File: src/rtl/mst_pkg.sv
// Shared types and constants of the MessagePack stream tokenizer.
package mst_pkg;

    localparam int NestDepth = 16;
    localparam int LvlW      = 5;
    localparam int IdxW      = 4;
    localparam int CntW      = 33;

    typedef enum logic [3:0] {
        EV_NIL     = 4'd0,
        EV_FALSE   = 4'd1,
        EV_TRUE    = 4'd2,
        EV_UINT    = 4'd3,
        EV_SINT    = 4'd4,
        EV_F32     = 4'd5,
        EV_F64     = 4'd6,
        EV_STR     = 4'd7,
        EV_BIN     = 4'd8,
        EV_PAYLOAD = 4'd9,
        EV_ARRAY   = 4'd10,
        EV_MAP     = 4'd11,
        EV_EXT     = 4'd12,
        EV_END     = 4'd13,
        EV_ERROR   = 4'd14
    } t_event;

    typedef enum logic [2:0] {
        PH_TYPE, PH_FIELD, PH_PAYLOAD, PH_EXT_TAG, PH_EXT_DATA
    } t_phase;

    typedef enum logic [2:0] {
        S_IDLE, S_DECODE, S_EMIT, S_POP_RD, S_POP_CHK
    } t_state;

endpackage

File: src/rtl/mst_ram.sv
// Generic single-port write, single-port read RAM with registered read data.
module mst_ram #(
    parameter int Width = 8,
    parameter int Depth = 16
) (
    input  logic                     i_clk,
    input  logic                     i_we,
    input  logic [$clog2(Depth)-1:0] i_waddr,
    input  logic [Width-1:0]         i_wdata,
    input  logic [$clog2(Depth)-1:0] i_raddr,
    output logic [Width-1:0]         o_rdata
);
    logic [Width-1:0] r_mem [Depth];

    always_ff @(posedge i_clk) begin
        if (i_we) begin
            r_mem[i_waddr] <= i_wdata;
        end
        o_rdata <= r_mem[i_raddr];
    end
endmodule

File: src/rtl/msgpack_stream_tokenizer.sv
// Top level of the MessagePack stream tokenizer.
// One item (byte) is accepted in S_IDLE and decoded in S_DECODE, then each event is offered in S_EMIT.
// An item finishing inside a container, and each closed container with a parent, first
// passes S_POP_RD and S_POP_CHK, which read and update the child count in the stack RAM.
// Synchronous active-low reset returns the decoder to awaiting a type byte at level 0,
// clears the error latch and sets max_nesting to 16; the stack RAM is not cleared.
module msgpack_stream_tokenizer (
    input  logic        i_clk,
    input  logic        i_rst_n,
    input  logic        i_valid,
    output logic        o_ready,
    input  logic [7:0]  i_data_byte,
    output logic        o_valid,
    input  logic        i_ready,
    output logic [3:0]  o_event_kind,
    output logic [63:0] o_value,
    output logic [4:0]  o_nesting_level,
    output logic        o_last_of_run,
    input  logic        i_cfg_we,
    input  logic [4:0]  i_cfg_wdata
);
    import mst_pkg::*;

    t_state r_state, n_state;
    t_phase r_phase, n_phase;
    logic [7:0]  r_byte, r_type, n_type;
    logic [3:0]  r_fleft, n_fleft;
    logic [63:0] r_acc, n_acc;
    logic [31:0] r_pleft, n_pleft;
    logic [LvlW-1:0] r_lvl, n_lvl;
    logic r_err, n_err;
    logic [4:0] r_maxn;

    // Pending event and follow-up actions.
    t_event r_ev, n_ev;
    logic [63:0] r_val, n_val;
    logic [LvlW-1:0] r_evl, n_evl;
    logic r_close, n_close;  // the innermost container closes after this event
    logic r_end2, n_end2;    // empty container: an end event follows

    logic ram_we;
    logic [IdxW-1:0] ram_waddr, ram_raddr;
    logic [CntW-1:0] ram_wdata, ram_rdata;

    mst_ram #(.Width(CntW), .Depth(NestDepth)) u_stack (
        .i_clk(i_clk), .i_we(ram_we), .i_waddr(ram_waddr), .i_wdata(ram_wdata),
        .i_raddr(ram_raddr), .o_rdata(ram_rdata)
    );

    logic [LvlW-1:0] lim;
    assign lim = (r_maxn > LvlW'(NestDepth)) ? LvlW'(NestDepth) : r_maxn;

    logic [CntW-1:0] dec_cnt;
    assign dec_cnt = ram_rdata - CntW'(1);
    assign ram_raddr = IdxW'(r_lvl - LvlW'(1));

    always_ff @(posedge i_clk) begin
        if (!i_rst_n) begin
            r_state <= S_IDLE;
            r_phase <= PH_TYPE;
            r_type  <= '0;
            r_fleft <= '0;
            r_acc   <= '0;
            r_pleft <= '0;
            r_lvl   <= '0;
            r_err   <= 1'b0;
            r_maxn  <= 5'd16;
            r_close <= 1'b0;
            r_end2  <= 1'b0;
        end else begin
            r_state <= n_state;
            r_phase <= n_phase;
            r_type  <= n_type;
            r_fleft <= n_fleft;
            r_acc   <= n_acc;
            r_pleft <= n_pleft;
            r_lvl   <= n_lvl;
            r_err   <= n_err;
            r_close <= n_close;
            r_end2  <= n_end2;
            if (i_cfg_we) begin
                r_maxn <= i_cfg_wdata;
            end
        end
    end

    always_ff @(posedge i_clk) begin
        if (o_ready && i_valid) begin
            r_byte <= i_data_byte;
        end
        r_ev  <= n_ev;
        r_val <= n_val;
        r_evl <= n_evl;
    end

    assign o_ready         = (r_state == S_IDLE);
    assign o_valid         = (r_state == S_EMIT);
    assign o_event_kind    = r_ev;
    assign o_value         = r_val;
    assign o_nesting_level = r_evl;
    // The child count is settled before an event goes out, so the last event is known.
    assign o_last_of_run   = !r_end2 && !r_close;

    always_comb begin
        logic [7:0]  b;
        logic [63:0] v, acc8;
        logic        emit, fin, opn, isMap;
        logic [63:0] cnt;
        b = r_byte;
        n_state = r_state;
        n_phase = r_phase;
        n_type  = r_type;
        n_fleft = r_fleft;
        n_acc   = r_acc;
        n_pleft = r_pleft;
        n_lvl   = r_lvl;
        n_err   = r_err;
        n_ev    = r_ev;
        n_val   = r_val;
        n_evl   = r_evl;
        n_close = r_close;
        n_end2  = r_end2;
        ram_we  = 1'b0;
        ram_waddr = IdxW'(r_lvl);
        ram_wdata = '0;
        emit = 1'b0;
        fin  = 1'b0;
        opn  = 1'b0;
        isMap = 1'b0;
        cnt  = '0;
        v    = '0;
        acc8 = {r_acc[55:0], b};

        case (r_state)
            S_IDLE: begin
                if (i_valid) begin
                    n_state = S_DECODE;
                end
            end
            S_DECODE: begin
                n_state = S_IDLE;
                n_end2  = 1'b0;
                if (r_err) begin
                    n_ev = EV_ERROR; v = '0; emit = 1'b1;
                end else begin
                    case (r_phase)
                        PH_FIELD: begin
                            n_acc = acc8;
                            if (r_fleft <= 4'd1) begin
                                n_fleft = '0;
                                n_phase = PH_TYPE;
                                if (r_type == 8'hca) begin
                                    n_ev = EV_F32; v = acc8; emit = 1'b1; fin = 1'b1;
                                end else if (r_type == 8'hcb) begin
                                    n_ev = EV_F64; v = acc8; emit = 1'b1; fin = 1'b1;
                                end else if (r_type inside {[8'hcc:8'hcf]}) begin
                                    n_ev = EV_UINT; v = acc8; emit = 1'b1; fin = 1'b1;
                                end else if (r_type inside {[8'hd0:8'hd3]}) begin
                                    v = acc8;
                                    case (r_type[1:0])
                                        2'd0: v = {{56{acc8[7]}}, acc8[7:0]};
                                        2'd1: v = {{48{acc8[15]}}, acc8[15:0]};
                                        2'd2: v = {{32{acc8[31]}}, acc8[31:0]};
                                        default: v = acc8;
                                    endcase
                                    n_ev = EV_SINT; emit = 1'b1; fin = 1'b1;
                                end else if (r_type inside {[8'hd9:8'hdb], [8'hc4:8'hc6]}) begin
                                    n_ev = (r_type >= 8'hd9) ? EV_STR : EV_BIN;
                                    v = acc8; emit = 1'b1;
                                    if (acc8 == '0) fin = 1'b1;
                                    else begin
                                        n_pleft = acc8[31:0]; n_phase = PH_PAYLOAD;
                                    end
                                end else if (r_type inside {[8'hc7:8'hc9]}) begin
                                    n_pleft = acc8[31:0]; n_phase = PH_EXT_TAG;
                                end else if (r_type inside {[8'hdc:8'hdf]}) begin
                                    opn = 1'b1; isMap = r_type[1]; cnt = acc8;
                                end
                            end else begin
                                n_fleft = r_fleft - 4'd1;
                            end
                        end
                        PH_PAYLOAD: begin
                            n_ev = EV_PAYLOAD; v = {56'd0, b}; emit = 1'b1;
                            n_pleft = r_pleft - 32'd1;
                            if (r_pleft <= 32'd1) begin
                                n_pleft = '0; fin = 1'b1; n_phase = PH_TYPE;
                            end
                        end
                        PH_EXT_TAG: begin
                            if (r_pleft == '0) begin
                                n_ev = EV_EXT; v = r_acc; emit = 1'b1; fin = 1'b1;
                                n_phase = PH_TYPE;
                            end else begin
                                n_phase = PH_EXT_DATA;
                            end
                        end
                        PH_EXT_DATA: begin
                            n_pleft = r_pleft - 32'd1;
                            if (r_pleft <= 32'd1) begin
                                n_pleft = '0;
                                n_ev = EV_EXT; v = r_acc; emit = 1'b1; fin = 1'b1;
                                n_phase = PH_TYPE;
                            end
                        end
                        default: begin
                            n_type = b;
                            if (b <= 8'h7f) begin
                                n_ev = EV_UINT; v = {56'd0, b}; emit = 1'b1; fin = 1'b1;
                            end else if (b >= 8'he0) begin
                                n_ev = EV_SINT; v = {{56{1'b1}}, b}; emit = 1'b1; fin = 1'b1;
                            end else if (b[7:5] == 3'b101) begin
                                n_ev = EV_STR; v = {59'd0, b[4:0]}; emit = 1'b1;
                                if (b[4:0] == '0) fin = 1'b1;
                                else begin
                                    n_pleft = {27'd0, b[4:0]}; n_phase = PH_PAYLOAD;
                                end
                            end else if (b[7:5] == 3'b100) begin
                                opn = 1'b1; isMap = !b[4]; cnt = {60'd0, b[3:0]};
                            end else if (b == 8'hc0) begin
                                n_ev = EV_NIL; v = '0; emit = 1'b1; fin = 1'b1;
                            end else if (b == 8'hc2) begin
                                n_ev = EV_FALSE; v = '0; emit = 1'b1; fin = 1'b1;
                            end else if (b == 8'hc3) begin
                                n_ev = EV_TRUE; v = '0; emit = 1'b1; fin = 1'b1;
                            end else if (b == 8'hc1) begin
                                n_ev = EV_ERROR; v = {56'd0, b}; emit = 1'b1; n_err = 1'b1;
                            end else if (b inside {[8'hd4:8'hd8]}) begin
                                n_acc = 64'd1 << (b - 8'hd4);
                                n_pleft = 32'd1 << (b - 8'hd4);
                                n_phase = PH_EXT_TAG;
                            end else begin
                                n_acc = '0;
                                n_phase = PH_FIELD;
                                if (b == 8'hca) n_fleft = 4'd4;
                                else if (b == 8'hcb) n_fleft = 4'd8;
                                else if (b inside {[8'hcc:8'hd3]}) n_fleft = 4'd1 << b[1:0];
                                else if (b inside {[8'hd9:8'hdb]}) n_fleft = 4'd1 << (b - 8'hd9);
                                else if (b inside {[8'hc4:8'hc6]}) n_fleft = 4'd1 << (b - 8'hc4);
                                else if (b inside {[8'hc7:8'hc9]}) n_fleft = 4'd1 << (b - 8'hc7);
                                else n_fleft = 4'd2 << b[0];
                            end
                        end
                    endcase
                    if (opn) begin
                        if (r_lvl >= lim) begin
                            n_ev = EV_ERROR; v = {56'd0, n_type}; emit = 1'b1;
                            n_err = 1'b1; n_phase = PH_TYPE;
                        end else begin
                            n_ev = isMap ? EV_MAP : EV_ARRAY; v = cnt; emit = 1'b1;
                            n_phase = PH_TYPE;
                            if (cnt == '0) begin
                                n_end2 = 1'b1; fin = 1'b1;
                            end else begin
                                ram_we = 1'b1;
                                ram_wdata = isMap ? {cnt[31:0], 1'b0} : {1'b0, cnt[31:0]};
                                n_lvl = r_lvl + LvlW'(1);
                            end
                        end
                    end
                end
                n_val = v;
                n_evl = r_lvl;
                n_close = 1'b0;
                if (emit) begin
                    // A finished item inside a container updates the count before it goes out.
                    n_state = (fin && r_lvl != '0) ? S_POP_RD : S_EMIT;
                end
            end
            S_EMIT: begin
                if (i_ready) begin
                    if (r_end2) begin
                        n_end2 = 1'b0;
                        n_ev = EV_END; n_val = '0; n_evl = r_lvl;
                    end else if (r_close) begin
                        n_close = 1'b0;
                        n_lvl = r_lvl - LvlW'(1);
                        n_ev = EV_END; n_val = '0; n_evl = r_lvl - LvlW'(1);
                        if (r_lvl != LvlW'(1)) begin
                            n_state = S_POP_RD;
                        end
                    end else begin
                        n_state = S_IDLE;
                    end
                end
            end
            S_POP_RD: begin
                n_state = S_POP_CHK;
            end
            S_POP_CHK: begin
                // Count down the innermost open container; it closes at zero.
                ram_we = 1'b1;
                ram_waddr = IdxW'(r_lvl - LvlW'(1));
                ram_wdata = dec_cnt;
                n_close = (dec_cnt == '0);
                n_state = S_EMIT;
            end
            default: n_state = S_IDLE;
        endcase
    end

    // Checks on the stack level, the error latch and the handshake.
    a_lvl_bound: assert property (@(posedge i_clk) disable iff (!i_rst_n)
        r_lvl <= LvlW'(NestDepth)) else $error("nesting level beyond stack");
    a_err_sticky: assert property (@(posedge i_clk) disable iff (!i_rst_n)
        r_err |=> r_err) else $error("error latch cleared");
    a_err_ev: assert property (@(posedge i_clk) disable iff (!i_rst_n)
        (o_valid && r_err && $past(r_err)) |-> o_event_kind == EV_ERROR)
        else $error("non-error event while latched");
    a_no_take: assert property (@(posedge i_clk) disable iff (!i_rst_n)
        o_valid |-> !o_ready) else $error("input taken while emitting");
endmodule
File: config.mk
export PLATFORM = sky130hd
export DESIGN_NAME = msgpack_stream_tokenizer
export DESIGN_NICKNAME = d
export VERILOG_FILES = /design/src/rtl/mst_pkg.sv /design/src/rtl/mst_ram.sv /design/src/rtl/msgpack_stream_tokenizer.sv
export SDC_FILE = /design/constraint.sdc
export NUM_CORES = 1
export LEC_CHECK = 0
export BUFFER_PORTS_ARGS = -buffer_cell sky130_fd_sc_hd__buf_2
export CAP_MARGIN = 20
export CORE_MARGIN = 3
export CORE_UTILIZATION = 55
export CTS_BUF_LIST = sky130_fd_sc_hd__clkbuf_2
export CTS_CLUSTER_DIAMETER = 30
export DETAILED_ROUTE_END_ITERATION = 6
export GPL_TIMING_DRIVEN = 0
export PLACE_DENSITY = 0.78
export SETUP_SLACK_MARGIN = 0.05
export SYNTH_ARGS = -nofsm -noshare
export SYNTH_HDL_FRONTEND = slang
export SYNTH_SLANG_ARGS = --single-unit
File: constraint.sdc
create_clock -name i_clk -period 8.8 [get_ports i_clk]
set_input_delay 0.88 -clock i_clk [delete_from_list [all_inputs] [get_ports i_clk]]
set_output_delay 0.88 -clock i_clk [all_outputs]
set_load 0.05 [all_outputs]
Word level (Yosys, flattened, before mapping)
Memory sizes are Yosys's and may differ from the RTL's. A register that Yosys moved wholly into a read port is not among the register bits.
Index checks and enable logic that the tools add are counted.
{"block": "word_totals", "n_memories": 1, "word_cells": 438, "register_bits": 208, "out_inout_bits": 76, "ramBits": 528}
{"block": "op_classes", "n_reduce_logical": 43, "order_cmp": 28, "eq_ne": 71, "shifts": 7, "muxes": 261, "n_addsub": 9, "bitwise": 3}
{"memory": "u_stack.r_mem", "depth": 16, "width": 33, "read_ports": 1, "rd_ports_with_merged_regs": 1, "wr": 1, "line": "mst_ram.sv:13", "source": "logic [Width-1:0] r_mem [Depth];"}
{"cell": "64-bit two-way mux", "n": 35}
{"cell": "32-bit two-way mux", "n": 19}
{"cell": "64-bit case mux with 2 select lines", "n": 3}
{"cell": "64-bit case mux with 4 select lines", "n": 1}
{"cell": "64-bit case mux with 3 select lines", "n": 1}
{"cell": "4-bit two-way mux", "n": 43}
{"cell": "33-bit two-way mux", "n": 5}
{"cell": "64-bit zero test", "n": 2}
{"cell": "8-bit greater-or-equal comparator, second input constant", "n": 12}
{"cell": "32-bit case mux with 3 select lines", "n": 1}
{"cell": "1-bit two-way mux", "n": 93}
{"cell": "8-bit <= comparator, second input constant", "n": 11}
{"cell": "3-bit two-way mux", "n": 24}
{"cell": "33-bit case mux with 2 select lines", "n": 1}
{"cell": "8-bit == test, second input constant", "n": 8}
{"cell": "1-bit by 8-bit << shifter with 64-bit output, first input constant", "n": 1}
{"cell": "8-bit two-way mux", "n": 7}
{"cell": "5-bit two-way mux", "n": 10}
{"cell": "6-bit by 3-bit != test with 1-bit output, second input constant", "n": 6}
{"cell": "33-bit zero test", "n": 1}
{"cell": "33-bit by 1-bit subtractor with 33-bit output, second input constant", "n": 1}
{"cell": "32-bit by 1-bit <= comparator with 1-bit output, second input constant", "n": 1}
{"cell": "32-bit zero test", "n": 1}
{"cell": "1-bit by 8-bit << shifter with 32-bit output, first input constant", "n": 1}
{"cell": "59 further kinds", "n": 134}

Longest topological paths before layout
{"block": "depth", "depth_word": 23, "depth_mapped": 15}

By module
A second synthesis with hierarchy kept.
{"block": "unflattened", "hier_cells": 2563, "hier_area_um2": 34151.5}
{"module": "mst_ram", "seq_area_each_um2": 16515.8, "n_inst": 1, "area_each_um2": 20631.0, "cells_each": 864}
{"module": "msgpack_stream_tokenizer", "seq_area_each_um2": 4974.8, "n_inst": 1, "area_each_um2": 13520.5, "cells_each": 1699}

Worst setup path after synthesis
OpenSTA, ideal clock, no wires.
{"block": "synth_path", "path_type": "register to register", "from": "register r_lvl[0]", "to": "memory u_stack.r_mem[10][0] (netlist bit), enable pin", "stages_incl_launch_ff": 14, "path_buffers": 4, "period_less_slack_ns": 5.405, "slack_ns": 3.395, "arrival_time_ns": 4.979, "cell_sequence": "dfxtp_1 clkbuf_1 buf_1 clkbuf_1 clkinv_1 ha_1 nand2b_1 a211oi_1 o21a_1 nand3_1 or3_1 buf_2 o31ai_1 nor2b_1"}
{"block": "synth_between", "elab_chain_len": 7, "word_cells_on_any_way": 9, "cone_classes": "1 x add/sub; 1 x order compare; 7 x mux"}
{"element": "start: declaration", "line": "msgpack_stream_tokenizer.sv:30", "source": "logic [LvlW-1:0] r_lvl, n_lvl;"}
{"element": "start signal: assignment", "line": "msgpack_stream_tokenizer.sv:77", "source": "r_lvl <= n_lvl;"}
{"element": "5-bit greater-or-equal comparator", "line": "msgpack_stream_tokenizer.sv:246", "source": "if (r_lvl >= lim) begin"}
{"element": "1-bit two-way mux", "line": "msgpack_stream_tokenizer.sv:246"}
{"element": "1-bit two-way mux", "line": "msgpack_stream_tokenizer.sv:245", "source": "if (opn) begin"}
{"element": "1-bit two-way mux", "line": "msgpack_stream_tokenizer.sv:143", "source": "if (r_err) begin"}
{"element": "1-bit case mux with 2 select lines", "line": "msgpack_stream_tokenizer.sv:134", "source": "case (r_state)"}
{"element": "1-bit two-way mux", "line": "mst_ram.sv:16", "source": "if (i_we) begin"}
{"element": "1-bit two-way mux (not written as such)", "line": "mst_ram.sv:17", "source": "r_mem[i_waddr] <= i_wdata;"}
{"element": "end: declaration", "line": "mst_ram.sv:13"}
Several ways; a longest one is shown, not always the timed one.

Final worst setup path
{"block": "layout_path", "from": "register r_lvl[0]", "to": "memory u_stack.r_mem[9][32] (netlist bit), data pin"}
{"block": "layout_between", "elab_chain_len": 5}
{"element": "5-bit greater-or-equal comparator", "line": "msgpack_stream_tokenizer.sv:246"}
{"element": "33-bit two-way mux", "line": "msgpack_stream_tokenizer.sv:246"}
{"element": "33-bit two-way mux", "line": "msgpack_stream_tokenizer.sv:245"}
{"element": "33-bit two-way mux", "line": "msgpack_stream_tokenizer.sv:143"}
{"element": "33-bit case mux with 2 select lines", "line": "msgpack_stream_tokenizer.sv:134"}
{"element": "via ram_wdata[32]", "line": "msgpack_stream_tokenizer.sv:43", "source": "logic [CntW-1:0] ram_wdata, ram_rdata;"}
The timed path passes the listed nets, and every way through them passes these cells.

==> out/results.md <==
| Stage | Result | This run |
| --- | --- | --- |
| grt | Antenna violations before repair | 2 |
| synthesis | Main combinational cell family by area after synthesis | compound AO/OA/AOI/OAI gates |
| power and ir drop | Power consumption | 7.65 mW |
| timing | Worst hold slack across all endpoints | 0.237 ns |
| synthesis | FFs w/ async S/R, synth | 0 |
| synthesis | Post-Synth Simple-Gate Area | 0.103 |
| synthesis | Syn. warnings | 0 |
| clock tree | CTS tree | yes |
| die | Die Wd | 258 um |
| worst setup path | Capturing element of the worst setup path | u_stack.r_mem[9][32] |
| worst setup path | Origin of the critical flop-to-flop path | r_lvl[0] |
| placed design | Cells after DPL | 3686 |
| worst setup path | Launching instance or port of the critical path | r_lvl[0] |
| grt | All-layer global routing usage | 0.330 |
| worst setup path | Logic depth of the worst register-to-register path | 14 |
| worst setup path | Most frequent cell on the critical path | sky130_fd_sc_hd__clkbuf_1 |
| routing | Count of routing violations after the opening detailed-route iteration | 3680 |
| grt | Global-route wire length before repair | 164 mm |
| power and ir drop | Leakage | 12.5 nW |
| worst setup path | Critical path, cell by cell | clkbuf_1 -> buf_1 -> clkbuf_1 -> clkinv_1 -> ha_1 -> nand2b_1 -> a211oi_1 -> o21ai_0 -> nor3_1 -> clkbuf_1 -> clkbuf_1 -> nand4_1 -> o21ai_0 -> buf_2 |
| synthesis | Ys flop type | sky130_fd_sc_hd__edfxtp_1 |
| clock tree | Clk buf depth | 3 |
| power and ir drop | Worst ir drop on vdd | 137 uV |
| outcome | Result of the run | finished, violations left |
| synthesis | Number of unique standard cell types used by synthesis | 76 |
| timing | Transition at the pin with the smallest max-transition slack | 1.24 ns |
| clock tree | Clk slew on worst S/H paths | 0.11 ns |
| timing | Final period demand of the worst path | 7.39 ns |
| routing | Total vias in the final route | 26700 |
| synthesis | Post-synthesis adder-cell area fraction | 0.00824 |
| worst setup path | Worst path required time | 10.01 ns |
| layout | Non-filler cells in the finished layout | 4062 |
| timing | Slew HR | 0.167 |
| synthesis | Synthesized-area fraction occupied by xor and xnor cells | 0.0103 |
| synthesis | Post-synthesis register bit count | 769 |
| routing | Detail-routed net length per standard cell | 27.1 um |
| clock tree | Number of levels in the clock H-tree | 4 |
| synthesis | Syn Inst Count | 2730 |
| worst hold path | Type of the worst min-delay path | input port to register |
| timing | Setup violation total in the final timing report | 0 |
| worst hold path | Beginning of the worst hold path | i_data_byte[3] |
| clock tree | Postcts setup bufs | 0 |
| die | Starting density of the core | 0.561 |
| timing | Timing-limited maximum frequency | 135 MHz |
| placed design | Placed instance area | 37000 um2 |
| routing | Routed Antenna Nets | 0 |
| timing | Max-slew violation count | 0 |
| die | Total number of placement rows | 91 |
| layout | Post-route core utilization | 0.627 |
| timing | Aggregate negative setup slack | 0 ns |
| routing | Drc violations | 2 |
| die | Die H | 258 um |
| worst setup path | Critical path fanouts, max | 10 |
| timing | Setup repair after global routing missed its margin | no |
| die | Number of I/O pins | 94 |
| power and ir drop | Power per cell area | 196 nW/um2 |
| layout | Layout cells sized above 1 | 0.197 |
| die | Area of the core | 62300 um2 |
| synthesis | Post-Synthesis Mean Instance Area | 12.8 um2 |
| worst setup path | Largest stage delay, worst path | 0.88 ns |
| synthesis | Combined area of all synthesized cells | 34900 um2 |
| layout | Count of fill cells added during filler insertion | 4778 |
| synthesis | Post-synthesis net count | 2771 |
| routing | Length of the first detailed-routing pass in iterations | 7 |
| synthesis | Multiplexer share of the synthesized area | 0.105 |
| worst setup path | Cell with the largest stage delay on the worst path | sky130_fd_sc_hd__buf_1 |
| worst setup path | Nature of the critical path startpoint | register |
| grt | Maximum number of pins on one net before global-route repair | 36 |
| grt | Number of global-route vias before repair | 26300 |
| clock tree | Root buffer cell | sky130_fd_sc_hd__clkbuf_2 |
| grt | Global route total overflow | 0 |
| worst setup path | Worst R2R Setup Slack | 1.41 ns |
| outcome | Violated checks | design-rule violations |
| placed design | Routability congestion estimate | 0.988 |
| placed design | Total half-perimeter wirelength after legalization and detailed placement | 75.1 mm |
| clock tree | TritonCTS sink count | 769 |
| timing | Period utilisation layout | 0.840 |
| placed design | Placement-stage worst setup slack | 1.95 ns |
| synthesis | Share of the synthesized area in compound gates (AO/OA/AOI/OAI) | 0.130 |
| clock tree | PostCTS Resize Cnt | 0 |
| clock tree | TritonCTS buffer count | 188 |
| worst setup path | Critical register-to-register path endpoint | u_stack.r_mem[9][32] |
| synthesis | Number of enable flip-flop cells after synthesis | 609 |
| worst setup path | Endpoint arrival time on the critical path | 8.60 ns |
| die | Die ar. | 66600 um2 |
| routing | Final wirelength | 110 mm |
| synthesis | Proportion of synthesized chip area in sequential cells | 0.615 |
| timing | Hold violation total from the final report | 0 |
| clock tree | Insertion delay to the later sink of the worst-skew pair | 1.43 ns |
| placed design | Port bufs | 91 |
| worst setup path | Worst setup path class | register to register |
| layout | Non-Filler Cell Area, Final | 39100 um2 |
| timing | Final worst clock skew | 0.0969 ns |
| run | Max Cap Violations | 0 |
| worst setup path | Endpoint kind of the worst setup timing path | register |
| clock tree | Hold buffer count at CTS | 21 |
| layout | Layout overhead on the synthesized area | 11.9% |
| timing | Worst setup slack after layout | 1.41 ns |
| layout | Layout net count | 3112 |
| routing | Mean number of vias per cell | 6.57 |
where the power goes:
part / internal (mW) / total [mW] / switching (mW)
logic: 0.309 / 1.17 / 0.862
clock network: 0.950 / 2.44 / 1.49
registers: 4.00 / 4.04 / 0.0417
layer usage:
layer,vias to the layer above,global-route usage,share of wire,wire [um]
li1,11400,-,-,-
met1,13000,0.427,0.37,40600
met2,1867,0.536,0.48,53000
met3,414,0.0558,0.093,10300
met4,0,0.182,0.056,6160
met5,-,0,0,0
Yosys cell counts, types with 21 or more instances:
master                     number  share of area
sky130_fd_sc_hd__clkbuf_1     177          0.019
sky130_fd_sc_hd__a31oi_1       21         0.0038
sky130_fd_sc_hd__xnor2_1       28         0.0070
sky130_fd_sc_hd__dfxtp_1      160          0.092
sky130_fd_sc_hd__edfxtp_1     609           0.52
sky130_fd_sc_hd__nand3_1       89          0.013
sky130_fd_sc_hd__nand2b_1      25         0.0045
sky130_fd_sc_hd__mux4_2       132          0.085
sky130_fd_sc_hd__o31ai_1       27         0.0058
sky130_fd_sc_hd__inv_1         31         0.0033
sky130_fd_sc_hd__nor2b_1       49         0.0088
sky130_fd_sc_hd__nor2_1       107          0.012
sky130_fd_sc_hd__nor3_1        67         0.0096
sky130_fd_sc_hd__nor4_1        38         0.0068
sky130_fd_sc_hd__a21o_1        52          0.011
sky130_fd_sc_hd__a211oi_1      45         0.0097
sky130_fd_sc_hd__and2_1        22         0.0039
sky130_fd_sc_hd__nand2_1      242          0.026
sky130_fd_sc_hd__a21oi_1      279          0.040
sky130_fd_sc_hd__o21ai_0      125          0.018
sky130_fd_sc_hd__mux2i_1       69          0.020
sky130_fd_sc_hd__ha_1          23         0.0082
sequential cells by signal, summed over array words and instances, names as in the netlist, 8 cells and up:
signal           cells
o_value             64
r_type               8
r_pleft             32
u_stack.r_mem      528
r_acc               64
u_stack.o_rdata     33
r_byte               8
cell usage in the layout (no fill, tap or decap), drive strengths merged, types with 25 or more instances in the layout:
cell / instances
nor3: 67
a211oi: 45
clkbuf: 438
nor2: 107
nand2: 242
edfxtp: 609
nor2b: 49
inv: 35
a21oi: 279
mux4: 132
buf: 171
dfxtp: 160
mux2i: 69
nor4: 38
clkinv: 70
xnor2: 28
o31ai: 28
nand2b: 25
o21ai: 126
a21o: 52
nand3: 89
o22ai: 35
worst min-delay path by stage:
| stage | to | slack (ns) | cells after the start |
|---|---|---|---|
| after floorplan | r_acc[56] | 0.43 | 2 |
| after global placement | r_acc[61] | 0.44 | 2 |
| after detailed placement | r_acc[58] | 0.45 | 2 |
| after CTS | r_lvl[2] | 0.08 | 3 |
| after global routing | r_lvl[2] | 0.17 | 3 |
| final | r_byte[3] | 0.24 | 2 |
cell families (layout without fill, tap and decap cells):
group | Yosys count | count (layout)
buf+inv | 250 | 741
mux | 202 | 202
compound gates | 713 | 713
fa+ha+maj | 23 | 23
simple gates | 732 | 732
other cells | 0 | 4
flops | 769 | 769
xor+xnor | 41 | 41
worst max-delay path: cells and delay by family (launching register included):
kind | cells | cell delay (ns)
adder cells (fa/ha/maj) | 1 | 0.44
AND/OR/NAND/NOR | 3 | 1.33
flip-flops | 1 | 0.38
AO/OA/AOI/OAI | 3 | 1.25
buffers and inverters | 7 | 3.82
layout make-up:
| cell class | count | area [um2] | share of cell area |
|---|---|---|---|
| flip-flops and latches | 769 | 21500 | 0.550 |
| inverters | 32 | 120 | 0.00307 |
| clock buffers | 261 | 1310 | 0.0334 |
| diodes | 4 | 10.0 | 0.000256 |
| repair buffers | 151 | 1190 | 0.0305 |
| multi-input cells | 1711 | 12600 | 0.321 |
| well taps | 837 | 1050 | 0.0268 |
| plain buffers | 218 | 858 | 0.0220 |
| clock inverters | 79 | 490 | 0.0126 |
Power figures use the tool's default switching activity.
